<file path="config.mk">
export PLATFORM = sky130hd
export DESIGN_NAME = bbe_div
export DESIGN_NICKNAME = d
export VERILOG_FILES = /design/src/sv/box_blur_3x3_edge_aware_assert.svh /design/src/sv/bbe_pkg.sv /design/src/sv/bbe_div.sv
export SDC_FILE = /design/constraint.sdc
export NUM_CORES = 1
export LEC_CHECK = 0
export BUFFER_PORTS_ARGS = -buffer_cell sky130_fd_sc_hd__buf_2
export CAP_MARGIN = 40
export CORE_ASPECT_RATIO = 1.2
export CORE_MARGIN = 5
export CORE_UTILIZATION = 51
export CTS_BUF_LIST = sky130_fd_sc_hd__clkbuf_4 sky130_fd_sc_hd__clkbuf_8
export CTS_CLUSTER_DIAMETER = 100
export CTS_CLUSTER_SIZE = 8
export DETAILED_ROUTE_END_ITERATION = 16
export MAX_ROUTING_LAYER = met4
export PLACE_DENSITY = 0.77
export SETUP_SLACK_MARGIN = 0.5
export SYNTH_ARGS = -nofsm -noshare
export SYNTH_HDL_FRONTEND = slang
export SYNTH_SLANG_ARGS = --single-unit
</file>
<file path="constraint.sdc">
create_clock -name clk -period 3.3 [get_ports clk]
set_input_delay 0.66 -clock clk [delete_from_list [all_inputs] [get_ports clk]]
set_output_delay 0.66 -clock clk [all_outputs]
set_load 0.02 [all_outputs]
</file>
<file path="src/sv/box_blur_3x3_edge_aware_assert.svh">
// assertion macros shared by the blur block
`ifndef BOX_BLUR_3X3_EDGE_AWARE_ASSERT_SVH
`define BOX_BLUR_3X3_EDGE_AWARE_ASSERT_SVH

`ifndef ASSERT_OFF
`define BBE_ASSERT(label, prop, msg) \
  label: assert property (@(posedge clk) disable iff (rst) prop) else $error(msg);
`define BBE_ASSERT_NEVER(label, expr, msg) \
  label: assert property (@(posedge clk) disable iff (rst) !(expr)) else $error(msg);
`else
`define BBE_ASSERT(label, prop, msg)
`define BBE_ASSERT_NEVER(label, expr, msg)
`endif

`endif

</file>
<file path="src/sv/bbe_pkg.sv">
// shared types and constants of the blur block
`default_nettype none

package bbe_pkg;

  localparam int PIX_W    = 8;   // bits per colour channel
  localparam int CH       = 3;   // colour channels per pixel
  localparam int DIM_W    = 9;   // image dimension register width
  localparam int SUM_W    = 12;  // nine taps of 255 plus rounding term
  localparam int CNT_W    = 4;   // tap count, 1 to 9
  localparam int MAX_TAPS = 9;

  // channel positions inside a stored pixel
  localparam int CH_RED   = 2;
  localparam int CH_GREEN = 1;
  localparam int CH_BLUE  = 0;

  // operation codes
  localparam logic OP_WRITE = 1'b0;
  localparam logic OP_BLUR  = 1'b1;

  // configuration register indexes
  localparam logic CFG_IMAGE_WIDTH  = 1'b0;
  localparam logic CFG_IMAGE_HEIGHT = 1'b1;

  typedef logic [PIX_W-1:0] chan_t;
  typedef logic [SUM_W-1:0] sum_t;
  typedef logic [CNT_W-1:0] cnt_t;
  typedef logic [DIM_W-1:0] dim_t;

endpackage

`default_nettype wire

</file>
<file path="src/sv/bbe_div.sv">
// small radix-4 divider for the three channel averages, shared divisor
`default_nettype none

module bbe_div
  import bbe_pkg::*;
(
  input  wire logic                  clk,
  input  wire logic                  rst,
  input  wire logic                  start,
  input  wire sum_t  [CH-1:0]        num,
  input  wire cnt_t                  den,
  output logic                       done,
  output chan_t      [CH-1:0]        quot
);

  localparam int STEPS  = PIX_W / 2;
  localparam int STEP_W = $clog2(STEPS);

  logic                      busy;
  logic [STEP_W-1:0]         step;
  cnt_t                      d;
  cnt_t  [CH-1:0]            rem;
  cnt_t  [CH-1:0]            rem_next;
  chan_t [CH-1:0]            sh;
  chan_t [CH-1:0]            sh_next;

  // two restoring steps per cycle; remainder stays below the divisor
  always_comb begin
    logic [CNT_W:0] t;
    cnt_t           r;
    chan_t          s;
    for (int i = 0; i < CH; i++) begin
      r = rem[i];
      s = sh[i];
      for (int k = 0; k < 2; k++) begin
        t = {r, s[PIX_W-1]};
        s = {s[PIX_W-2:0], 1'b0};
        if (t >= {1'b0, d}) begin
          t    = t - {1'b0, d};
          s[0] = 1'b1;
        end
        r = t[CNT_W-1:0];
      end
      rem_next[i] = r;
      sh_next[i]  = s;
    end
  end

  always_ff @(posedge clk) begin
    if (rst) begin
      busy <= 1'b0;
      done <= 1'b0;
      step <= '0;
    end else begin
      done <= 1'b0;
      if (start) begin
        busy <= 1'b1;
        step <= '0;
        d    <= den;
        for (int i = 0; i < CH; i++) begin
          // average fits 8 bits, so the top numerator bits are below the divisor
          rem[i] <= num[i][SUM_W-1:PIX_W];
          sh[i]  <= num[i][PIX_W-1:0];
        end
      end else if (busy) begin
        rem  <= rem_next;
        sh   <= sh_next;
        step <= step + 1'b1;
        if (step == STEP_W'(STEPS - 1)) begin
          busy <= 1'b0;
          done <= 1'b1;
        end
      end
    end
  end

  assign quot = sh;

endmodule

`default_nettype wire

</file>
# [After elaboration in Yosys (flattened, before gate mapping)]
# Cells that the tools add are included.
# Widths: inputs -> output; s select.
[totals] register_bits=44 latchBits=0 ramBits=0 romBits=0 in_bits=43 output_inout_bits=25 wordCells=51 n_memories=0
[classes] addsub=7 multipliers=0 div=0 magnitude_cmp=6 eq_ne=1 shift=0 muxes=20 bitwise_logic=2 reduce_logical=5
[op_table] cell="$mux 24" n=2
[op_table] cell="$ge 5x4->1" n=6
[op_table] cell="$mux 12" n=2
[op_table] cell="$mux 4" n=6
[op_table] cell="$sub 4x4->4" n=6
[op_table] cell="$mux 1" n=10
[op_table] cell="$reduce_and 2->1" n=2
[op_table] cell="$reduce_or 3->1" n=1
[op_table] cell="$add 2x1->2 const B" n=1
[op_table] cell="$eq 2x2->1 const B" n=1
[op_table] cell="$not 1->1" n=2
[op_table] cell="$reduce_bool 2->1" n=1
[op_table] cell="$reduce_or 2->1" n=1

# [Logic depth before layout (Yosys ltp)]
[depth] depth_word=6 mapped_depth=13 depth_no_buf=13

# [Least setup slack after synthesis]
# Ideal clock, no wire load.
[synth_path] path_type="register -> register" startpoint="reg d[1]" endpoint="reg rem[9] (netlist name) (data pin)" setup_time_ns=0.133 arrival_time_ns=3.290 path_slack_ns=-0.123 stages_incl_launch_ff=12 path_buffers=0 cell_sequence="edfxtp_1 -> inv_1 -> ha_1 -> a21oi_1 -> a22oi_1 -> mux2_2 -> ha_1 -> o21a_1 -> a211oi_1 -> o211ai_2 -> a2111oi_0 -> a311o_1"
[synth_via] elab_chain_cells=6 elab_cells_between_ends=8
[synth_rtl] element="start, declared" line_no="bbe_div.sv:21" rtl="cnt_t d;"
[synth_rtl] element="start signal, assigned" line_no="bbe_div.sv:59" rtl="d <= den;"
[synth_rtl] element="$ge 5x4->1 / $sub 4x4->4 (equally long branches)" line_no="bbe_div.sv:38, bbe_div.sv:39"
[synth_rtl] element="$mux 4" line_no="bbe_div.sv:38" rtl="if (t >= {1'b0, d}) begin"
[synth_rtl] element="$sub 4x4->4 / $ge 5x4->1 (equally long branches)" line_no="bbe_div.sv:39, bbe_div.sv:38"
[synth_rtl] element="$mux 4 *" line_no="bbe_div.sv:38"
[synth_rtl] element="$mux 12 *" line_no="bbe_div.sv:65" rtl="end else if (busy) begin"
[synth_rtl] element="$mux 12 *" line_no="bbe_div.sv:56" rtl="if (start) begin"
[synth_rtl] element="end signal, assigned by index" line_no="bbe_div.sv:62" rtl="rem[i] <= num[i][SUM_W-1:PIX_W];"
[synth_rtl] element="end signal, assigned" line_no="bbe_div.sv:66" rtl="rem <= rem_next;"
[synth_rtl] element="end, declared" line_no="bbe_div.sv:22" rtl="cnt_t [CH-1:0] rem;"
# Mark *: on every way between the ends. The rest lies on a longest branch, timed or not. The select of a mux whose other input is x is not followed.
# A chain may end at the register's enable or synchronous reset.

# [Final worst setup path]
[layout_path] startpoint="reg d[2]" endpoint="reg rem[11] (netlist name) (data pin)"
[layout_via] elab_chain_cells=6 elab_cells_between_ends=8
[layout_rtl] element="$sub 4x4->4 / $ge 5x4->1 (equally long branches)" line_no="bbe_div.sv:39, bbe_div.sv:38"
[layout_rtl] element="$mux 4" line_no="bbe_div.sv:38"
[layout_rtl] element="$sub 4x4->4 / $ge 5x4->1 (equally long branches)" line_no="bbe_div.sv:39, bbe_div.sv:38"
[layout_rtl] element="$mux 4 *" line_no="bbe_div.sv:38"
[layout_rtl] element="$mux 12 *" line_no="bbe_div.sv:65"
[layout_rtl] element="$mux 12 *" line_no="bbe_div.sv:56"
# Marked as above.

==> metrics.yaml <==
cts:
  cts_tree: "yes"
  clock-sinks: 44
  path_clk_slew_ns: 0.09
  cts_root_buffer: "clkbuf_8"
  cts_buffer_depth: 2
  clock_latency_ns: 0.30
  htreeDepth: 2
  cts_inserted_buffers: 5
power:
  internal-power_uw: 1530
  swShare_pct: 35.3
  p_sw_uw: 836
  peakVddDrop_mv: 0.338
  comb_power_share_pct: 53.6
  pwr-share-clk_pct: 15.3
  p_leak_uw: 0.00172
  p_total_uw: 2370
  p_seq_share_pct: 31.1
  p_per_area_mw_per_mm2: 571
timing:
  worstMarginPinSlew_ns: 0.479
  layout_setup_ws_ns: 0.103
  min_period_over_period_pct: 96.9
  fmax_mhz: 313
  finalSetupTns_ns: 0
  period_needed_ns: 3.20
  hold_viol: 0
  setup_viol_count_final: 0
  grt_setup_unrepaired: "yes"
  relSlewSlack_pct: 68.1
  fin_skew_ns: 0.0127
  slew_viol_final: 0
critical_path:
  critPathRequiredTime_ns: 3.35
  worstSetupPathType: "reg -> reg"
  critPathLaunchType: "register"
  regToRegStartpoint: "d[2]"
  cp.arrival_ns: 3.25
  reg2reg_slack_ns: 0.10
  startpoint: "d[2]"
  worstPathMaxFanout: 6
  worst-r2r-cell-count: 11
  setup.worst_path.end_class: "register"
  r2r-end: "rem[11]"
route:
  avgRoutedWirePerCell_um: 18.8
  drc: 0
  vias: 2440
  first_iter_violations: 140
  antenna_left: 0
  routed_wl_um: 7920
  viasPerCell: 5.78
  firstDrtPassIters: 4
min_path:
  min_to: "done"
  min_path_cells: 2
  hp-class: "reg -> reg"
  hp-start: "busy"
floorplan:
  die_area_mm2: 0.00736
  dieHeight_um: 93.0
  start_util_pct: 52.0
  fp.dieW_um: 79.2
  rows: 30
  coreArea_mm2: 0.00563
  ioPinCount: 68
placed_design:
  io_buffer_count: 67
  post-place-cells: 382
  gp_congestion: 0.851
  dp_hpwl_um: 5140
  pre_cts_ws_ns: 0.0764
synthesis:
  ys_seq_area_share_pct: 43.8
  synth_area_leader_cell: "edfxtp_1"
  async_flop_share_pct: 0
  synth-edff-count: 40
  yosys-top-cells-area: "edfxtp_1 (41%), mux2_2 (11%), ha_1 (11%)"
  synthFlopType: "edfxtp_1"
  yosysWarnings: 0
  ys_types: 44
  avgSynthCellArea_um2: 12.0
  syn_area_mm2: 0.00293
  yosys_register_bits: 44
  synthCells: 244
  yosysTopAreaCellShare_pct: 41.0
  synth_fp_nets: 318
finish:
  areaGrowthSynthToFinish_pct: 41.8
  final_util_pct: 73.7
  layout-drive-gt1-share_pct: 53.6
  layout.cells.non_filler: 422
  n_antenna_cell: 0
  nets: 431
grt:
  grt_max_degree: 37
  grt_pass1_vias: 2456
  grt_pass1_wl_um: 11300
  grt_use_total_pct: 20.0
  grt_overflow: 0
  antenna_found_initial: 0
flow_run:
  maxCapViolations: 0
run_status:
  status: "completed"
==> routing by layer <==
metal	vias to the layer above	track usage [%]	wire [µm]
met3	13	3.18	237
met1	1221	23.5	3130
met5	-	-	0
met2	52	35.0	4360
met4	0	6.02	193
li1	1154	-	-
==> flip-flops by register name (all words and copies together) (netlist names) <==
name,flops
rem,12
step,2
done,1
d,4
quot,24
busy,1
==> worst max-delay path: stages, from the launching register on <==
cell	delay, ns
edfxtp_1	0.39
inv_2	0.14
ha_1	0.26
o21ai_0	0.30
a22oi_2	0.14
buf_6	0.16
mux2_4	0.31
ha_4	0.23
o21a_1	0.19
a211oi_4	0.32
o211ai_4	0.17
a221o_1	0.34
==> cells in the final DEF, fill, tap and decap left out, types with 5 or more instances in the layout <==
| cell type | Yosys | routed |
|---|---|---|
| a21oi_1 | 10 | 6 |
| buf_2 | 0 | 67 |
| buf_4 | 0 | 35 |
| buf_6 | 0 | 8 |
| clkbuf_8 | 0 | 6 |
| edfxtp_1 | 40 | 40 |
| ha_1 | 25 | 13 |
| ha_4 | 0 | 11 |
| inv_1 | 18 | 14 |
| mux2_2 | 29 | 20 |
| mux2_4 | 0 | 9 |
| mux2i_1 | 12 | 8 |
| nand2_1 | 9 | 9 |
| nor2_1 | 10 | 7 |
| nor3_1 | 7 | 7 |
| o21ai_0 | 14 | 6 |
| o21ai_1 | 1 | 5 |
| xor2_1 | 7 | 7 |
==> layout make-up <==
| type | instances | area, µm² |
|---|---|---|
| clock buffers | 6 | 82.6 |
| clock inverters | 2 | 15.0 |
| fillers | 386 | 1480 |
| inverters | 19 | 75.1 |
| multi-input cells | 176 | 1910 |
| flip-flops and latches | 44 | 1280 |
| well taps | 64 | 80.1 |
| repair buffers | 111 | 708 |
==> stage by stage <==
stage | hold slack (ns) | cell area [µm²]
finish | 0.502 | 4150
global route | 0.529 | 4150
CTS | 0.509 | 3890
detailed placement | 0.498 | 3630
global placement | 0.487 | 3630
floorplan | 0.465 | 3140
==> cell usage after synthesis, types with 6 or more instances <==
library cell	count
mux2_2	29
clkbuf_1	6
nand2_1	9
nor3_1	7
a21oi_1	10
edfxtp_1	40
inv_1	18
xor2_1	7
ha_1	25
fa_1	6
o21ai_0	14
nor2_1	10
mux2i_1	12
==> worst max path at each step <==
stage | endpoint | slack [ns] | depth (start not counted)
after global routing | rem[11] | 0.06 | 11
after detailed placement | rem[9] | 0.08 | 11
final | rem[11] | 0.10 | 11
after global placement | rem[9] | 0.12 | 10
after CTS | rem[9] | 0.17 | 11
after floorplan | rem[9] | 0.08 | 10
==> kinds of logic (layout without fill, tap and decap cells) <==
kind of cell	after synthesis	count (layout)	synth area share, %
compound gates	51	52	12.8
flops	44	44	43.8
simple gates	42	42	7.14
mux	41	41	15.3
fa+ha+maj	31	31	14.8
buf+inv	25	138	3.21
xor+xnor	10	10	2.99
==> what timing repair did <==
action                                  in CTS  in global routing
cloned                                       1                  0
buffers inserted                            11                 20
resized for setup                            9                 24
hold buffers                                 0                  0
endpoints found under the setup margin      15                 15
pin swaps                                    7                 12
==> power by group through the flow <==
stage / Combinational [µW] / Clock, µW / Sequential, µW
global placement: 910 / 0 / 745
global route: 1350 / 389 / 742
CTS: 1050 / 371 / 734
finish: 1270 / 363 / 736
floorplan: 692 / 0 / 767
detailed placement: 934 / 0 / 746
Power figures use the tool's default switching activity.
